$ cat config.mk
export PLATFORM = sky130hd
export DESIGN_NAME = address_table_insert_find_remove
export DESIGN_NICKNAME = d
export VERILOG_FILES = /design/src/rtl/core/atif_pkg.sv /design/src/rtl/core/address_table_insert_find_remove.sv /design/src/rtl/core/atif_cell.sv
export SDC_FILE = /design/constraint.sdc
export NUM_CORES = 1
export LEC_CHECK = 0
export BUFFER_PORTS_ARGS = -buffer_cell sky130_fd_sc_hd__buf_2
export CAP_MARGIN = 5
export CORE_MARGIN = 2
export CORE_UTILIZATION = 40
export CTS_CLUSTER_SIZE = 40
export DETAILED_ROUTE_END_ITERATION = 12
export PLACE_DENSITY = 0.52
export SYNTH_ARGS = -nofsm -noshare
export SYNTH_HDL_FRONTEND = slang
export SYNTH_SLANG_ARGS = --single-unit
$ cat constraint.sdc
create_clock -name i_clk -period 5.8 [get_ports i_clk]
set_input_delay 1.16 -clock i_clk [delete_from_list [all_inputs] [get_ports i_clk]]
set_output_delay 1.16 -clock i_clk [all_outputs]
set_load 0.02 [all_outputs]
$ cat src/rtl/core/atif_pkg.sv
`default_nettype none

package atif_pkg;

    // table geometry
    localparam int TABLE_DEPTH   = 16;
    localparam int ADDRESS_WIDTH = 16;
    localparam int IDX_W         = (TABLE_DEPTH > 1) ? $clog2(TABLE_DEPTH) : 1;
    localparam int CNT_W         = $clog2(TABLE_DEPTH + 1);

    // item field widths
    localparam int ACTION_W = 2;
    localparam int KEY_W    = 16;
    localparam int STATUS_W = 2;
    localparam int SLOT_W   = 4;
    localparam int ENTRY_W  = 5;

    // action codes
    localparam logic [ACTION_W-1:0] ACT_CREATE = 2'd0;
    localparam logic [ACTION_W-1:0] ACT_FIND   = 2'd1;
    localparam logic [ACTION_W-1:0] ACT_REMOVE = 2'd2;

    // status codes
    localparam logic [STATUS_W-1:0] ST_OK     = 2'd0;
    localparam logic [STATUS_W-1:0] ST_ABSENT = 2'd1;
    localparam logic [STATUS_W-1:0] ST_REJECT = 2'd2;

    typedef struct packed {
        logic [ACTION_W-1:0] action;
        logic [KEY_W-1:0]    cluster_address;
    } t_item;

    typedef struct packed {
        logic [STATUS_W-1:0] status;
        logic [SLOT_W-1:0]   slot_index;
        logic [ENTRY_W-1:0]  entry_count;
    } t_result;

    // per-cell update command
    typedef struct packed {
        logic write;
        logic remove;
    } t_cell_ctl;

endpackage

`default_nettype wire

$ cat src/rtl/core/address_table_insert_find_remove.sv
// The result strobe o_valid rises in the cycle after an item is accepted.
// One item per cycle; busy is never raised, since the row of cells
// compares, appends and shifts the whole table at once.
// o_valid is high for a single cycle per result; o_result keeps it until the next item is accepted.
// Reset (synchronous, active low) empties the table; entry contents are
// undefined until written.
`default_nettype none

module address_table_insert_find_remove import atif_pkg::*; (
    input  logic    i_clk,
    input  logic    i_rst_n,
    input  logic    start,
    output logic    busy,
    input  t_item   i_item,
    output logic    o_valid,
    output t_result o_result
);

    logic [CNT_W-1:0]         r_count;
    logic [CNT_W-1:0]         n_count;
    logic                     r_valid;
    t_result                  r_result;
    t_result                  n_result;

    logic                     w_accept;
    logic [ADDRESS_WIDTH-1:0] w_key;
    logic [TABLE_DEPTH-1:0]   w_match;
    logic [TABLE_DEPTH-1:0]   w_seen;
    logic [ADDRESS_WIDTH-1:0] w_addr [TABLE_DEPTH];
    logic                     w_hit;
    logic [IDX_W-1:0]         w_hit_idx;
    logic                     w_create_ok;
    logic                     w_remove_ok;

    assign busy     = 1'b0;
    assign w_accept = start && !busy;
    assign w_key    = ADDRESS_WIDTH'(i_item.cluster_address);
    assign w_hit    = |w_match;

    assign w_create_ok = w_accept && (i_item.action == ACT_CREATE)
                         && (r_count < CNT_W'(TABLE_DEPTH)) && !w_hit;
    assign w_remove_ok = w_accept && (i_item.action == ACT_REMOVE) && w_hit;

    // row of cells, match chain runs from slot 0 upward
    for (genvar g = 0; g < TABLE_DEPTH; g++) begin : g_cell
        logic                     w_seen_in;
        logic [ADDRESS_WIDTH-1:0] w_next;
        t_cell_ctl                w_ctl;

        if (g == 0) begin : g_first
            assign w_seen_in = 1'b0;
        end else begin : g_mid
            assign w_seen_in = w_seen[g-1];
        end

        if (g == TABLE_DEPTH - 1) begin : g_last
            assign w_next = '0;
        end else begin : g_inner
            assign w_next = w_addr[g+1];
        end

        assign w_ctl.write  = w_create_ok && (r_count == CNT_W'(g));
        assign w_ctl.remove = w_remove_ok;

        atif_cell u_cell (
            .i_clk       (i_clk),
            .i_key       (w_key),
            .i_next_addr (w_next),
            .i_valid     (CNT_W'(g) < r_count),
            .i_seen      (w_seen_in),
            .i_ctl       (w_ctl),
            .o_match     (w_match[g]),
            .o_seen      (w_seen[g]),
            .o_addr      (w_addr[g])
        );
    end

    // encode the matching slot, at most one cell matches
    always_comb begin
        w_hit_idx = '0;
        for (int i = 0; i < TABLE_DEPTH; i++) begin
            if (w_match[i]) begin
                w_hit_idx = w_hit_idx | IDX_W'(i);
            end
        end
    end

    // result and count update
    always_comb begin
        n_count             = r_count;
        n_result.status     = ST_ABSENT;
        n_result.slot_index = '0;
        case (i_item.action)
            ACT_CREATE: begin
                if (w_create_ok) begin
                    n_count             = r_count + CNT_W'(1);
                    n_result.status     = ST_OK;
                    n_result.slot_index = SLOT_W'(r_count);
                end else begin
                    n_result.status = ST_REJECT;
                end
            end
            ACT_FIND: begin
                if (w_hit) begin
                    n_result.status     = ST_OK;
                    n_result.slot_index = SLOT_W'(w_hit_idx);
                end
            end
            ACT_REMOVE: begin
                if (w_hit) begin
                    n_count         = r_count - CNT_W'(1);
                    n_result.status = ST_OK;
                end
            end
            default: begin
                n_result.status = ST_ABSENT;
            end
        endcase
        if (!w_accept) begin
            n_count = r_count;
        end
        n_result.entry_count = ENTRY_W'(n_count);
    end

    // control state
    always_ff @(posedge i_clk) begin
        if (!i_rst_n) begin
            r_count <= '0;
            r_valid <= 1'b0;
        end else begin
            r_count <= n_count;
            r_valid <= w_accept;
        end
    end

    // result register
    always_ff @(posedge i_clk) begin
        if (w_accept) begin
            r_result <= n_result;
        end
    end

    assign o_valid  = r_valid;
    assign o_result = r_result;

    // checks
    a_count_range: assert property (@(posedge i_clk) disable iff (!i_rst_n)
        r_count <= CNT_W'(TABLE_DEPTH))
        else $error("entry count above table depth");

    a_unique_match: assert property (@(posedge i_clk) disable iff (!i_rst_n)
        $onehot0(w_match))
        else $error("address present in more than one slot");

    a_count_reported: assert property (@(posedge i_clk) disable iff (!i_rst_n)
        o_valid |-> (o_result.entry_count == ENTRY_W'(r_count)))
        else $error("reported entry count differs from table");

    a_strobe_follows_item: assert property (@(posedge i_clk) disable iff (!i_rst_n)
        w_accept |=> o_valid)
        else $error("accepted item gave no result");

endmodule

`default_nettype wire

$ cat src/rtl/core/atif_cell.sv
`default_nettype none

module atif_cell import atif_pkg::*; (
    input  logic                     i_clk,
    input  logic [ADDRESS_WIDTH-1:0] i_key,
    input  logic [ADDRESS_WIDTH-1:0] i_next_addr,
    input  logic                     i_valid,
    input  logic                     i_seen,
    input  t_cell_ctl                i_ctl,
    output logic                     o_match,
    output logic                     o_seen,
    output logic [ADDRESS_WIDTH-1:0] o_addr
);

    logic [ADDRESS_WIDTH-1:0] r_addr;
    logic [ADDRESS_WIDTH-1:0] n_addr;

    // compare against the key and pass the match on up the row
    assign o_match = i_valid && (r_addr == i_key);
    assign o_seen  = i_seen || o_match;
    assign o_addr  = r_addr;

    // load the key, take the upper neighbor on a remove at or above the match, or hold
    always_comb begin
        n_addr = r_addr;
        if (i_ctl.write) begin
            n_addr = i_key;
        end else if (i_ctl.remove && o_seen) begin
            n_addr = i_next_addr;
        end
    end

    always_ff @(posedge i_clk) begin
        r_addr <= n_addr;
    end

endmodule

`default_nettype wire

# Yosys cells after proc, flatten, opt, wreduce, memory -nomap -nowiden
# Index checks and enable logic that the tools add are counted.
[totals]
regBits = 273
in_bits = 21
output_inout_bits = 13
word_cells = 218
[op_classes]
addsub = 2
magnitude_cmp = 17
eq_ne = 33
n_mux = 57
n_reduce_logical = 88
[op_table]
columns = ["cell", "n"]
rows = [
  ["$mux W16", 32],
  ["$eq A16 B16 Y1", 16],
  ["$logic_and A1 B1 Y1", 53],
  ["$eq A5 B4 Y1 const B", 8],
  ["$lt A4 B5 Y1 const A", 8],
  ["$mux W4", 9],
  ["$reduce_bool A2 Y1", 16],
  ["$eq A5 B3 Y1 const B", 4],
  ["$lt A3 B5 Y1 const A", 4],
  ["$mux W5", 4],
  ["$reduce_or A16 Y1", 1],
  ["$logic_or A1 B1 Y1", 15],
  ["$mux W3", 4],
  ["$eq A5 B2 Y1 const B", 2],
  ["$lt A1 B5 Y1 const A", 2],
  ["$lt A2 B5 Y1 const A", 2],
  ["$pmux W5 S2", 1],
  ["$pmux W4 S2", 1],
  ["$mux W2", 3],
  ["$pmux W2 S3", 1],
  ["$add A5 B1 Y5 const B", 1],
  ["$eq A5 B1 Y1 const B", 1],
  ["$logic_not A5 Y1", 1],
  ["$lt A5 B5 Y1 const B", 1],
  ["6 further kinds", 7],
]

# Depth between registers and ports, before layout
# Gate-level depths: netlist (run 1).
[depth]
depth_word = 20
mapped_depth = 16
ltp_nobuf = 11

# Modules after synthesis
# From an unflattened synthesis (run 1), not the netlist that was laid out.
[unflattened]
hier_cells = 1217
area_unflattened_um2 = 16064.2
[by_module_without_submodules]
columns = ["mod", "instances", "cells_per_inst", "area_per_inst_um2", "seq_area_each_um2"]
rows = [
  ["atif_cell", 16, 67, 922.1, 480.5],
  ["address_table_insert_find_remove", 1, 145, 1310.0, 450.4],
]

# Worst setup path before layout (run 1)
# No wires, ideal clock.
[synth_path]
path_kind = "input to register"
from = "input i_item[2] in the netlist's numbering"
to = "register g_cell[9].u_cell.r_addr[0] (enable)"
setup_ns = 0.464
arrival_time_ns = 3.866
required_time_ns = 5.336
path_slack_ns = 1.469
path_stages = 14
n_path_buf = 5
path_cell_list = "buf_6 buf_8 xor2_1 nor4_1 nand2_1 or4_4 nand3_2 nor4_4 and2_4 buf_6 buf_12 nand4_4 buf_6 o21ai_0"
[synth_between]
elab_chain_cells = 13
elab_cells_between_ends = 48
cone_classes = "eq/ne (16); reduce/logical (32)"
[synth_rtl]
columns = ["element", "line_no", "rtl"]
rows = [
  ["start, declared", "address_table_insert_find_remove.sv:14", "input t_item i_item,"],
  ["$eq A16 B16 Y1", "atif_cell.sv:19", "assign o_match = i_valid && (r_addr == i_key);"],
  ["$logic_and A1 B1 Y1", "atif_cell.sv:19", ""],
  ["$logic_or A1 B1 Y1 (9 in series)", "atif_cell.sv:20", "assign o_seen = i_seen || o_match;"],
  ["$logic_and A1 B1 Y1", "atif_cell.sv:28", "end else if (i_ctl.remove && o_seen) begin"],
  ["$reduce_bool A2 Y1 (no source line) *", "-", ""],
  ["end signal, assigned", "atif_cell.sv:34", "r_addr <= n_addr;"],
  ["end, declared", "atif_cell.sv:15", "logic [ADDRESS_WIDTH-1:0] r_addr;"],
]
# Mark *: on every way between the ends. The rest lies on a longest branch, timed or not.
# A chain may end at the register's enable or synchronous reset.

# Worst setup path after layout (run 1)
[layout_path]
from = "input i_item[5] in the netlist's numbering"
to = "register g_cell[5].u_cell.r_addr[11] (enable)"
[layout_between]
elab_chain_cells = 9
elab_cells_between_ends = 44
cone_classes = "eq/ne (16); reduce/logical (28)"
[layout_rtl]
columns = ["element", "line_no"]
rows = [
  ["branches (longest 8 deep; another with $eq A16 B16 Y1)", "-"],
  ["$reduce_bool A2 Y1 (no source line) *", "-"],
  ["end signal, assigned", "atif_cell.sv:34"],
  ["end, declared", "atif_cell.sv:15"],
]
# Mark *: on every way between the ends.

==> results of run 1 <==
[worst paths after layout]
| check | start | endpoint | slack, ns | cells past startpoint |
|---|---|---|---|---|
| min reg2reg | g_cell[1].u_cell.o_addr[13] | g_cell[0].u_cell.o_addr[13] | 0.60 | 1 |
| max reg2reg | r_count[3] | g_cell[5].u_cell.o_addr[11] | 1.25 | 10 |
| max | i_item[5] | g_cell[5].u_cell.o_addr[11] | 0.99 | 11 |
| min | g_cell[1].u_cell.o_addr[13] | g_cell[0].u_cell.o_addr[13] | 0.60 | 1 |
[flip-flops by register name, indices dropped and copies added (netlist names)]
signal and count:
g_cell.u_cell.o_addr 256, o_result 11, r_count 5, o_valid 1
[layer usage]
layer	share of wire [%]	global-route usage, %	vias up
li1	-	-	4300
met1	50	29.47	4520
met4	1.8	5.564	0
met2	44	28.91	229
met3	4.5	2.848	45
met5	0	0	-
[per-stage QoR]
stage / instance area (um2) / setup WS, ns / power [mW] / util (%) / hold WS [ns]
finish: 17520 / 0.9919 / 4.509 / 44.09 / 0.5967
global route: 17520 / 0.7326 / 4.657 / 44.09 / 0.6065
CTS: 17520 / 1.076 / 4.564 / 44.09 / 0.5980
detailed placement: 16410 / 0.5295 / 2.439 / 41.29 / 0.5736
global placement: 16410 / 0.5797 / 2.441 / 41.29 / 0.5807
floorplan: 16090 / 1.469 / 2.388 / - / 0.5570
[cell usage in the layout (no fill, tap or decap), types with 21 or more instances in the layout]
cell type,instances
and2_1,21
buf_2,32
buf_4,36
clkbuf_16,37
edfxtp_1,267
mux2_2,176
mux2_4,55
nand2_1,27
nand3_1,22
nand4_1,29
nor2_1,25
nor4_1,34
xnor2_1,123
xor2_1,133
[power groups by stage]
stage	clock (mW)	sequential (mW)	combinational, mW
floorplan	0	2.19	0.194
global placement	0	2.19	0.249
detailed placement	0	2.19	0.247
CTS	2.16	2.15	0.248
global route	2.24	2.15	0.267
finish	2.11	2.15	0.246
[worst reg2reg max path, stage by stage (launching register included)]
cell and delay (ns):
dfxtp_1 0.80, nor2b_1 0.48, a2111oi_0 0.20, and3_1 0.25, a22oi_2 0.22, nand3_2 0.14
nor4_4 0.66, and2_4 0.59, nand3_4 0.36, o21ai_1 0.25, buf_4 0.29
[layout make-up]
class	count	share of cell area, %
sequential	273	46.45
multi-input combinational	785	40.57
clock buffer	45	5.456
tap	525	3.749
timing repair buffer	70	2.685
clock inverter	17	0.8927
inverter	9	0.1928
[cell families (layout without fill, tap and decap cells)]
| kind of cell | Yosys count | count (layout) | synth area share, % |
|---|---|---|---|
| AOI/OAI and AO/OA | 53 | 53 | 2.302 |
| xor gates and xnor gates | 256 | 256 | 13.94 |
| adders and majority gates | 7 | 7 | 0.5288 |
| buffers and inverters | 105 | 141 | 5.241 |
| DFF | 273 | 273 | 50.58 |
| muxes | 242 | 242 | 18.21 |
| other | 1 | 1 | 0.02331 |
| and+or+nand+nor | 226 | 226 | 9.177 |
==> results.md, run 1 <==
- Status: complete, no violations
- Final setup viols: 0
- Die height: 204.6 um
- RSZ-0062 raised after global routing: no
- Vias/cell: 5.275
- Final std cells w/o fill: 1724
- Minimum clock period: 4.808 ns
- Synth async-reset ratio: 0%
- Routed wirelength normalized by instance count: 23.00 um
- CTS Sinks: 273
- First-pass GRT wire length: 60960 um
- Avg Inst Size Synth: 13.83 um2
- Pleak: 5.923 nW
- Routability Congestion: 0.8869
- Layout cell share with drive strength beyond 1: 31.28%
- Detailed Route Iter0 Violations: 747
- DRT Pass-1 Iters: 5
- CTS clk-pin slew, worst paths: 0.06 ns
- Yosys Warn Count: 0
- Post-CTS Hold Buffers: 0
- Worst-case clock buffer depth: 3
- Gr usage total: 19.51%
- Worst slew pin tran: 1.223 ns
- Min-Delay Path Class: flop to flop
- Yosys top cell area share: 49.83%
- Largest net degree at the start of global routing: 33
- Worst skew pair latency: 0.53 ns
- Root Driver: clkbuf_16
- Bufs and invs on worst path: 2
- Crit Path Category: input port to flop
- Final ANT Viol Nets: 0
- Sequential fraction of the synthesis area: 50.58%
- Internal: 3.522 mW
- Fill count: 3670
- DRC viols: 0
- Critical path cell sequence: buf_2, xor2_1, nor4_1, nand3_1, a211oi_1, nand4bb_1, nor4_4, and2_4, nand3_4, o21ai_1, buf_4
- CP Data Required Time: 6.01 ns
- Fmax: 208.0 MHz
- Row cnt: 73
- Ranking of synthesized cells by area: edfxtp_1, mux2_2, xor2_1, xnor2_1, mux2_4
- Startpoint types: input port
- Number of synthesized flops with an enable pin: 267
- Primary FF master, synth: edfxtp_1
- Worst Path Arrival: 5.02 ns
- Max-cap violations: 0
- Synth area leader: edfxtp_1
- Vias in the first global route: 9416
- Register area: 0.008138 mm2
- Final wirelength: 39660 um
- CTS tree: yes
- Peak supply drop: 0.1878 mV
- H-tree lvl count: 2
- Initial Util: 40.49%
- Mapped Cells: 1163
- Crit-path max FO: 32
- Core Box Area: 0.03973 mm2
- Syn_nets: 1190
- CTS-repair resized insts: 0
- Cell family with most CP delay: simple AND/OR/NAND/NOR gates
- Critical path's slowest cell: nor4_4
- PD cells: 257.4 mW/mm2
- GRT Residual Overflow: 0
- Register share of total power: 47.7%
- CP peak stage delay: 0.80 ns
- Sw Ratio: 21.90%
- Fin. Hold Viols: 0
- Die Wd: 204.6 um
- Synth Cell Area: 0.01609 mm2
- Ports: 34
- Yosys cell types: 67
- DIE AREA: 0.04184 mm2
- Area of the multi-input gates: 0.007108 mm2
- Area grow syn2layout: 8.889%
- Final Max Slew Viols: 0
- Final HPWL DP: 27290 um
- Sw Pwr: 0.9875 mW
- Port Buffer Count: 32
- Setup Fix Bufs, Post-CTS: 0
- Most numerous cell in the Yosys netlist: edfxtp_1
- DR vias: 9094
- Crit. End Element: flop
- Gate power share: 5.5%
- Clk pwr share: 46.8%
- FF+latch count, synth: 273
- N_diodes: 0
- Placed insts: 1662
- Worst rel slew slack: 18.14%
- Nets: 1200
- Top cells by count, synth: edfxtp_1, mux2_2, xor2_1, xnor2_1, mux2_4
- Cts bufs inserted: 34
- Tcrit/Tclk final: 82.90%
- Setup TNS: 0 ns
- Initial antenna violation count: 0
- Post-Route Skew: 0.01310 ns
Power figures use the tool's default switching activity.
==> inputs of run 2 (changes only) <==
--- a/config.mk
+++ b/config.mk
@@ -5,6 +5,7 @@
 export SDC_FILE = /design/constraint.sdc
 export NUM_CORES = 1
 export LEC_CHECK = 0
+export ABC_AREA = 1
 export BUFFER_PORTS_ARGS = -buffer_cell sky130_fd_sc_hd__buf_2
 export CAP_MARGIN = 5
 export CORE_MARGIN = 2
==> constraint.sdc (replaced) <==
create_clock -name i_clk -period 4.7 [get_ports i_clk]
set_input_delay 0.94 -clock i_clk [delete_from_list [all_inputs] [get_ports i_clk]]
set_output_delay 0.94 -clock i_clk [all_outputs]
set_load 0.02 [all_outputs]
==> run 2 against run 1 <==
Sequential share of layout area fell by 7.5 points. Non-clock buffer count rose by 70. Area after synthesis rose by 16%. Cell count rose by 90%. Global-route usage rose by 11 points. Clock power rose by 31%. Wire length rose by 85%. Largest power group is now clock.
==> results.md, run 2 <==
- Synth async-reset ratio: 0% (unchanged)
- Tcrit/Tclk final: 84.88%
- Placed cell areas: 0.01972 mm2 (+20%)
- Fin Hold WS: 0.5629 ns (-0.03376 ns)
- Pleak: 9.989 nW (+69%)
- Die height: 220.0 um (+7.6%)
- CTS Sinks: 273 (unchanged)
- Routed wirelength normalized by instance count: 22.36 um (-2.8%)
- Place WS: 0.4970 ns (-0.03243 ns)
- N_diodes: 0 (unchanged)
- FF+latch count, synth: 273 (unchanged)
- Mapped Cells: 2589 (+120%)
- Die Wd: 220.0 um (+7.6%)
- Core Box Area: 0.04636 mm2 (+17%)
- Status: complete, no violations
- Worst skew pair latency: 0.57 ns (+0.04 ns)
- DR vias: 17170 (+89%)
- Ranking of synthesized cells by area: edfxtp_1, nand2_1, nor2_1, inv_1, o21ai_0
- Crit-path max FO: 16 (-50%)
- Ports: 34 (unchanged)
- Number of flip-flops in the largest register: 256 (unchanged)
- Worst rel slew slack: 56.19% (+38 points)
- Worst-case clock buffer depth: 3 (unchanged)
- Worst slew pin tran: 0.6487 ns (-0.5747 ns)
- Post-route setup slack: 0.7105 ns (-0.2814 ns)
- CTS-repair resized insts: 0 (unchanged)
- Post-CTS Hold Buffers: 0 (unchanged)
- Fin. Hold Viols: 0 (unchanged)
- Commonest non-fill, non-tap cell in the layout: nand2_1
- Layout cell share with drive strength beyond 1: 11.62% (-20 points)
- Final ANT Viol Nets: 0 (unchanged)
- Minimum clock period: 3.989 ns
- DRT Pass-1 Iters: 7 (+2)
- Post-Route Skew: 0.02207 ns (+0.008976 ns)
- Primary FF master, synth: edfxtp_1
- Fmax: 250.7 MHz
- Placed insts: 3209 (+93%)
- Synth Cell Area: 0.01867 mm2 (+16%)
- Row cnt: 79 (+8.2%)
- Largest net degree at the start of global routing: 33 (unchanged)
- Sequential fraction of the synthesis area: 43.59% (-7.0 points)
- Fill count: 4657 (+27%)
- Worst Path Arrival: 4.22 ns (-0.80 ns)
- Vias in the first global route: 16030 (+70%)
- Port Buffer Count: 32 (unchanged)
- GRT Residual Overflow: 0 (unchanged)
- Initial antenna violation count: 0 (unchanged)
- RSZ-0062 raised after global routing: no
- Final setup viols: 0 (unchanged)
- Setup TNS: 0 ns (unchanged)
- Initial Util: 40.27% (-0.22 points)
- Area grow syn2layout: 11.79%
- Avg Inst Size Synth: 7.211 um2 (-48%)
- CP Data Required Time: 4.93 ns (-1.08 ns)
- Cts bufs inserted: 36 (+5.9%)
- First-pass GRT wire length: 106500 um (+75%)
- Top cells by count, synth: nand2_1, nor2_1, edfxtp_1, inv_1, o21ai_0
- Min-Delay Path Class: flop to flop
- Final Max Slew Viols: 0 (unchanged)
- Final std cells w/o fill: 3274 (+90%)
- Gr usage total: 30.60% (+11 points)
- CTS tree: yes
- Final HPWL DP: 53100 um (+95%)
- PD cells: 287.5 mW/mm2 (+12%)
- Routability Congestion: 1.050 (+18%)
- H-tree lvl count: 2 (unchanged)
- CTS clk-pin slew, worst paths: 0.06 ns (about the same)
- Vias/cell: 5.243 (-0.60%)
- Final wirelength: 73220 um (+85%)
- Nets: 2667 (+120%)
- DRC viols: 0 (unchanged)
- Max-cap violations: 0 (unchanged)
- Startpoint types: flop
- Number of synthesized flops with an enable pin: 267 (unchanged)
- Yosys Warn Count: 0 (unchanged)
- Setup Fix Bufs, Post-CTS: 0 (unchanged)
- Yosys cell types: 49 (-27%)
- Root Driver: clkbuf_16
- Synth area leader: edfxtp_1
- Yosys top cell area share: 42.95% (-6.9 points)
- Commonest cells after routing, fill and taps aside: nand2_1, nor2_1, edfxtp_1, inv_1, o21ai_0
- DIE AREA: 0.04842 mm2 (+16%)
- Post-route cell area: 0.02087 mm2 (+19%)
- Detailed Route Iter0 Violations: 1851 (+150%)
- Crit Path Category: flop to flop
- Crit. End Element: flop
- Syn_nets: 2616 (+120%)
- Most numerous cell in the Yosys netlist: nand2_1
- Peak supply drop: 0.2043 mV (+8.8%)
-- run 2: cell count changes in the layout (fill, tap and decap cells not counted), sizes merged, moves of 15 or more --
cell,previous run,this run
nand2,27,1062
nor2,27,340
inv,10,275
o21ai,15,274
mux2,241,0
xnor2,123,27
xor2,133,57
buf,70,140
nand3,31,77
nor4,35,0
nand4,36,16
and2,22,7
-- run 2: cell families after synthesis --
family	after synthesis	share of synthesized area (%)
other	1	0.02009
XOR/XNOR	84	3.941
AND/OR/NAND/NOR	1525	32.73
adder cells (fa/ha/maj)	6	0.4021
flip-flops	273	43.59
buffers and inverters	403	9.919
AO/OA/AOI/OAI	297	9.396
-- run 2: area by class of cell --
class,count,area (um2),share of cell area (%)
Clock buffer,44,952.2,4.562
Clock inverter,21,196.4,0.9412
Inverter,276,1049,5.024
Multi-Input combinational cell,1913,8680,41.59
Sequential cell,273,8138,38.99
Tap cell,607,759.5,3.639
Timing Repair Buffer,140,1096,5.252
-- run 2: worst max-delay path, cell delays in order (launching register included) --
cell and delay, ns:
dfxtp_1 0.68, inv_1 0.28, nand2_1 0.52, nand2_1 0.10, nor2_1 0.14, nand2_1 0.06, nor2_1 0.08, nand3_1 0.14
nand2_1 0.23, nor2_1 0.08, nand2_1 0.12, nor2_1 0.08, nor2_1 0.23, buf_4 0.19, inv_1 0.16, o211ai_1 0.24
buf_4 0.30
-- run 2: layer usage --
layer / part of all wire, % / vias up / GRT usage [%]
li1: - / 8269 / -
met1: 43 / 8073 / 40.79
met2: 46 / 669 / 49.55
met3: 6.5 / 155 / 3.685
met4: 5.2 / 0 / 14.36
met5: 0 / - / 0
-- run 2: worst paths after layout --
check                                              endpoint  slack, ns  cells after the start                   startpoint
worst max-delay path            g_cell[10].u_cell.o_addr[5]       0.71                     16                   r_count[4]
worst min-delay path            g_cell[12].u_cell.o_addr[0]       0.56                      2  g_cell[13].u_cell.o_addr[0]
worst max register to register  g_cell[10].u_cell.o_addr[5]       0.71                     16                   r_count[4]
worst min register to register  g_cell[12].u_cell.o_addr[0]       0.56                      2  g_cell[13].u_cell.o_addr[0]
-- run 2: through the flow --
stage	util [%]	power [mW]
after floorplan	-	3.037
after global placement	42.54	3.272
after detailed placement	42.54	3.272
after CTS	45.02	6.030
after global routing	45.02	6.168
final	45.02	5.999
-- run 2: report_power, final --
group / internal [mW] / switching [mW] / total, mW / leakage (nW)
Sequential: 2.65 / 0.00847 / 2.65 / 2.49
Combinational: 0.159 / 0.421 / 0.580 / 6.96
Clock: 1.61 / 1.15 / 2.77 / 0.546
==> inputs of run 3 (changes only) <==
--- a/config.mk
+++ b/config.mk
@@ -12,7 +12,7 @@
 export CORE_UTILIZATION = 40
 export CTS_CLUSTER_SIZE = 40
 export DETAILED_ROUTE_END_ITERATION = 12
-export PLACE_DENSITY = 0.52
+export PLACE_DENSITY = 0.54
 export SYNTH_ARGS = -nofsm -noshare
 export SYNTH_HDL_FRONTEND = slang
 export SYNTH_SLANG_ARGS = --single-unit
==> constraint.sdc (replaced) <==
create_clock -name i_clk -period 3.5 [get_ports i_clk]
set_input_delay 0.7 -clock i_clk [delete_from_list [all_inputs] [get_ports i_clk]]
set_output_delay 0.7 -clock i_clk [all_outputs]
set_load 0.02 [all_outputs]
==> run 3 against run 2 <==
Sequential share of layout area fell by 2.0 points. Via count shrank 0.12%. Non-clock buffer count up 73. Maximum frequency grew 23%. Die area unchanged. Clock skew increased by 0.0041 ns. Power up 32%. Combinational power grew 47%. Cell area up 5.4%. Global-route usage decreased by 1.7 points. Cell count rose by 2.1%. Critical endpoint is now g_cell[10].u_cell.o_addr[7]. Largest power group is now sequential cells. Highest routed layer unchanged.
==> results.md, run 3 (same netlist as run 2, synthesis figures left out) <==
- Min-Delay Path Class: input port to flop
- Peak supply drop: 0.3324 mV (+63%)
- Minimum clock period: 3.255 ns (-0.7345 ns)
- Placed insts: 3282 (+2.3%)
- Crit-path max FO: 16 (unchanged)
- Worst skew pair latency: 0.56 ns (about the same)
- Worst Path Arrival: 3.50 ns (-0.72 ns)
- Critical path's slowest cell: dfxtp_2
- Row cnt: 79 (unchanged)
- Final wirelength: 69120 um (-5.6%)
- RSZ-0062 raised after global routing: no
- GRT Residual Overflow: 0 (unchanged)
- Ports: 34 (unchanged)
- Register share of total power: 45.0% (+0.8 points)
- Cell family with most CP delay: simple AND/OR/NAND/NOR gates
- PD cells: 360.2 mW/mm2 (+25%)
- Initial antenna violation count: 1 (+1)
- DRT Pass-1 Iters: 6 (-1)
- Bufs and invs on worst path: 5 (+1)
- Startpoint types: flop
- Layout cell share with drive strength beyond 1: 13.93% (+2.3 points)
- Core Box Area: 0.04636 mm2 (unchanged)
- Cts bufs inserted: 35 (-2.8%)
- Final setup viols: 0 (unchanged)
- Largest net degree at the start of global routing: 33 (unchanged)
- Tcrit/Tclk final: 93.00% (+8.1 points)
- DIE AREA: 0.04842 mm2 (unchanged)
- Register area: 0.008144 mm2 (about the same)
- Initial Util: 40.27% (unchanged)
- Post-route setup slack: 0.2450 ns (-0.4655 ns)
- Gate power share: 10.8% (+1.1 points)
- Fill count: 4571 (-1.8%)
- Area grow syn2layout: 17.86%
- Root Driver: clkbuf_16
- CP peak stage delay: 0.50 ns (-0.18 ns)
- Gr usage total: 28.91% (-1.7 points)
- Max-cap violations: 0 (unchanged)
- Status: complete, no violations
- Setup Fix Bufs, Post-CTS: 0 (unchanged)
- Routability Congestion: 0.9622 (-8.3%)
- Critical path cell sequence: inv_1, nand2_1, buf_12, nand2_1, nor2_1, nand2_1, nor2_1, nand3_1, nand2_1, nor2_1, nand2_1, nor2_1, nor2_1, inv_1, buf_12, o211ai_1, buf_12
- Number of flip-flops in the largest register: 256 (unchanged)
- Routed wirelength normalized by instance count: 20.68 um (-7.6%)
- Place WS: -0.1568 ns (-0.6539 ns)
- Commonest non-fill, non-tap cell in the layout: nand2_1
- Final HPWL DP: 52570 um (-1.0%)
- Post-Route Skew: 0.02620 ns (+0.004125 ns)
- Vias/cell: 5.129 (-2.2%)
- Crit Path Category: flop to flop
- Sw Ratio: 25.60% (-0.77 points)
- DR vias: 17150 (-0.12%)
- Clk pwr share: 44.3% (-1.8 points)
- Final Max Slew Viols: 0 (unchanged)
- CP Data Required Time: 3.75 ns (-1.18 ns)
- N_diodes: 0 (unchanged)
- Detailed Route Iter0 Violations: 1683 (-9.1%)
- DRC viols: 0 (unchanged)
- Die height: 220.0 um (unchanged)
- Crit. End Element: flop
- CTS clk-pin slew, worst paths: 0.06 ns (about the same)
- CTS Sinks: 273 (unchanged)
- Final ANT Viol Nets: 0 (unchanged)
- Post-CTS Hold Buffers: 0 (unchanged)
- Internal: 5.897 mW (+33%)
- Pleak: 10.55 nW (+5.6%)
- Fin. Hold Viols: 0 (unchanged)
- Vias in the first global route: 16280 (+1.6%)
- CTS tree: yes
- Area of the multi-input gates: 0.008680 mm2 (unchanged)
- Commonest cells after routing, fill and taps aside: nand2_1, nor2_1, edfxtp_1, inv_1, o21ai_0
- Sw Pwr: 2.028 mW (+28%)
- Port Buffer Count: 32 (unchanged)
- Die Wd: 220.0 um (unchanged)
- Fmax: 307.2 MHz (+23%)
- Nets: 2739 (+2.7%)
- Worst-case clock buffer depth: 3 (unchanged)
- Fin Hold WS: 0.4011 ns (-0.1618 ns)
- Final std cells w/o fill: 3343 (+2.1%)
- First-pass GRT wire length: 102200 um (-4.0%)
- H-tree lvl count: 2 (unchanged)
[run 3: worst paths after layout]
kind / end / slack (ns) / start / cells after the start
hold / removal: o_valid / 0.40 / i_rst_n / 3
setup / recovery: g_cell[10].u_cell.o_addr[7] / 0.25 / r_count[4] / 17
hold reg to reg: g_cell[6].u_cell.o_addr[3] / 0.57 / g_cell[7].u_cell.o_addr[3] / 2
setup reg to reg: g_cell[10].u_cell.o_addr[7] / 0.25 / r_count[4] / 17
[run 3: stage by stage]
step | instance area, um2 | TNS, ns | utilization (%) | power [mW]
global placement | 20920 | -17.57 | 45.13 | 4.471
global route | 22000 | 0 | 47.46 | 8.147
CTS | 22000 | 0 | 47.45 | 7.972
detailed placement | 20920 | -12.29 | 45.13 | 4.472
finish | 22000 | 0 | 47.46 | 7.925
floorplan | 18670 | 0 | - | 4.079
[run 3: power groups by stage]
stage                     Sequential [mW]  Clock [mW]  Combinational, mW
after floorplan                      3.63           0              0.444
after global placement               3.63           0              0.838
after detailed placement             3.63           0              0.840
after CTS                            3.56        3.56              0.843
after global routing                 3.56        3.67              0.912
final                                3.57        3.51              0.852
[run 3: per-layer routing]
layer | global-route usage, % | vias to the layer above | wire length, um
li1 | - | 8405 | -
met1 | 40.23 | 7973 | 31220
met2 | 46.75 | 638 | 31080
met3 | 3.202 | 129 | 4487
met4 | 9.911 | 0 | 2336
met5 | 0 | - | 0
[run 3: cell type report]
cell class | instances | area share, %
Timing Repair Buffer | 213 | 10.43
Clock inverter | 10 | 0.3127
Sequential cell | 273 | 37.01
Inverter | 276 | 4.765
Tap cell | 607 | 3.452
Multi-Input combinational cell | 1913 | 39.45
Clock buffer | 51 | 4.583
[run 3: worst reg2reg max path: stages, from the launching register on]
cell and delay (ns):
dfxtp_2 0.50, inv_1 0.10, nand2_1 0.22, buf_12 0.17, nand2_1 0.05, nor2_1 0.11, nand2_1 0.06, nor2_1 0.08
nand3_1 0.15, nand2_1 0.19, nor2_1 0.07, nand2_1 0.13, nor2_1 0.07, nor2_1 0.28, inv_1 0.14, buf_12 0.16
o211ai_1 0.26, buf_12 0.20
[run 3: what timing repair did]
item / 4_1_cts / 5_1_grt
endpoints found under the hold margin: 0 / 0
setup endpoints to repair: 0 / 108
resized for setup: 0 / 5
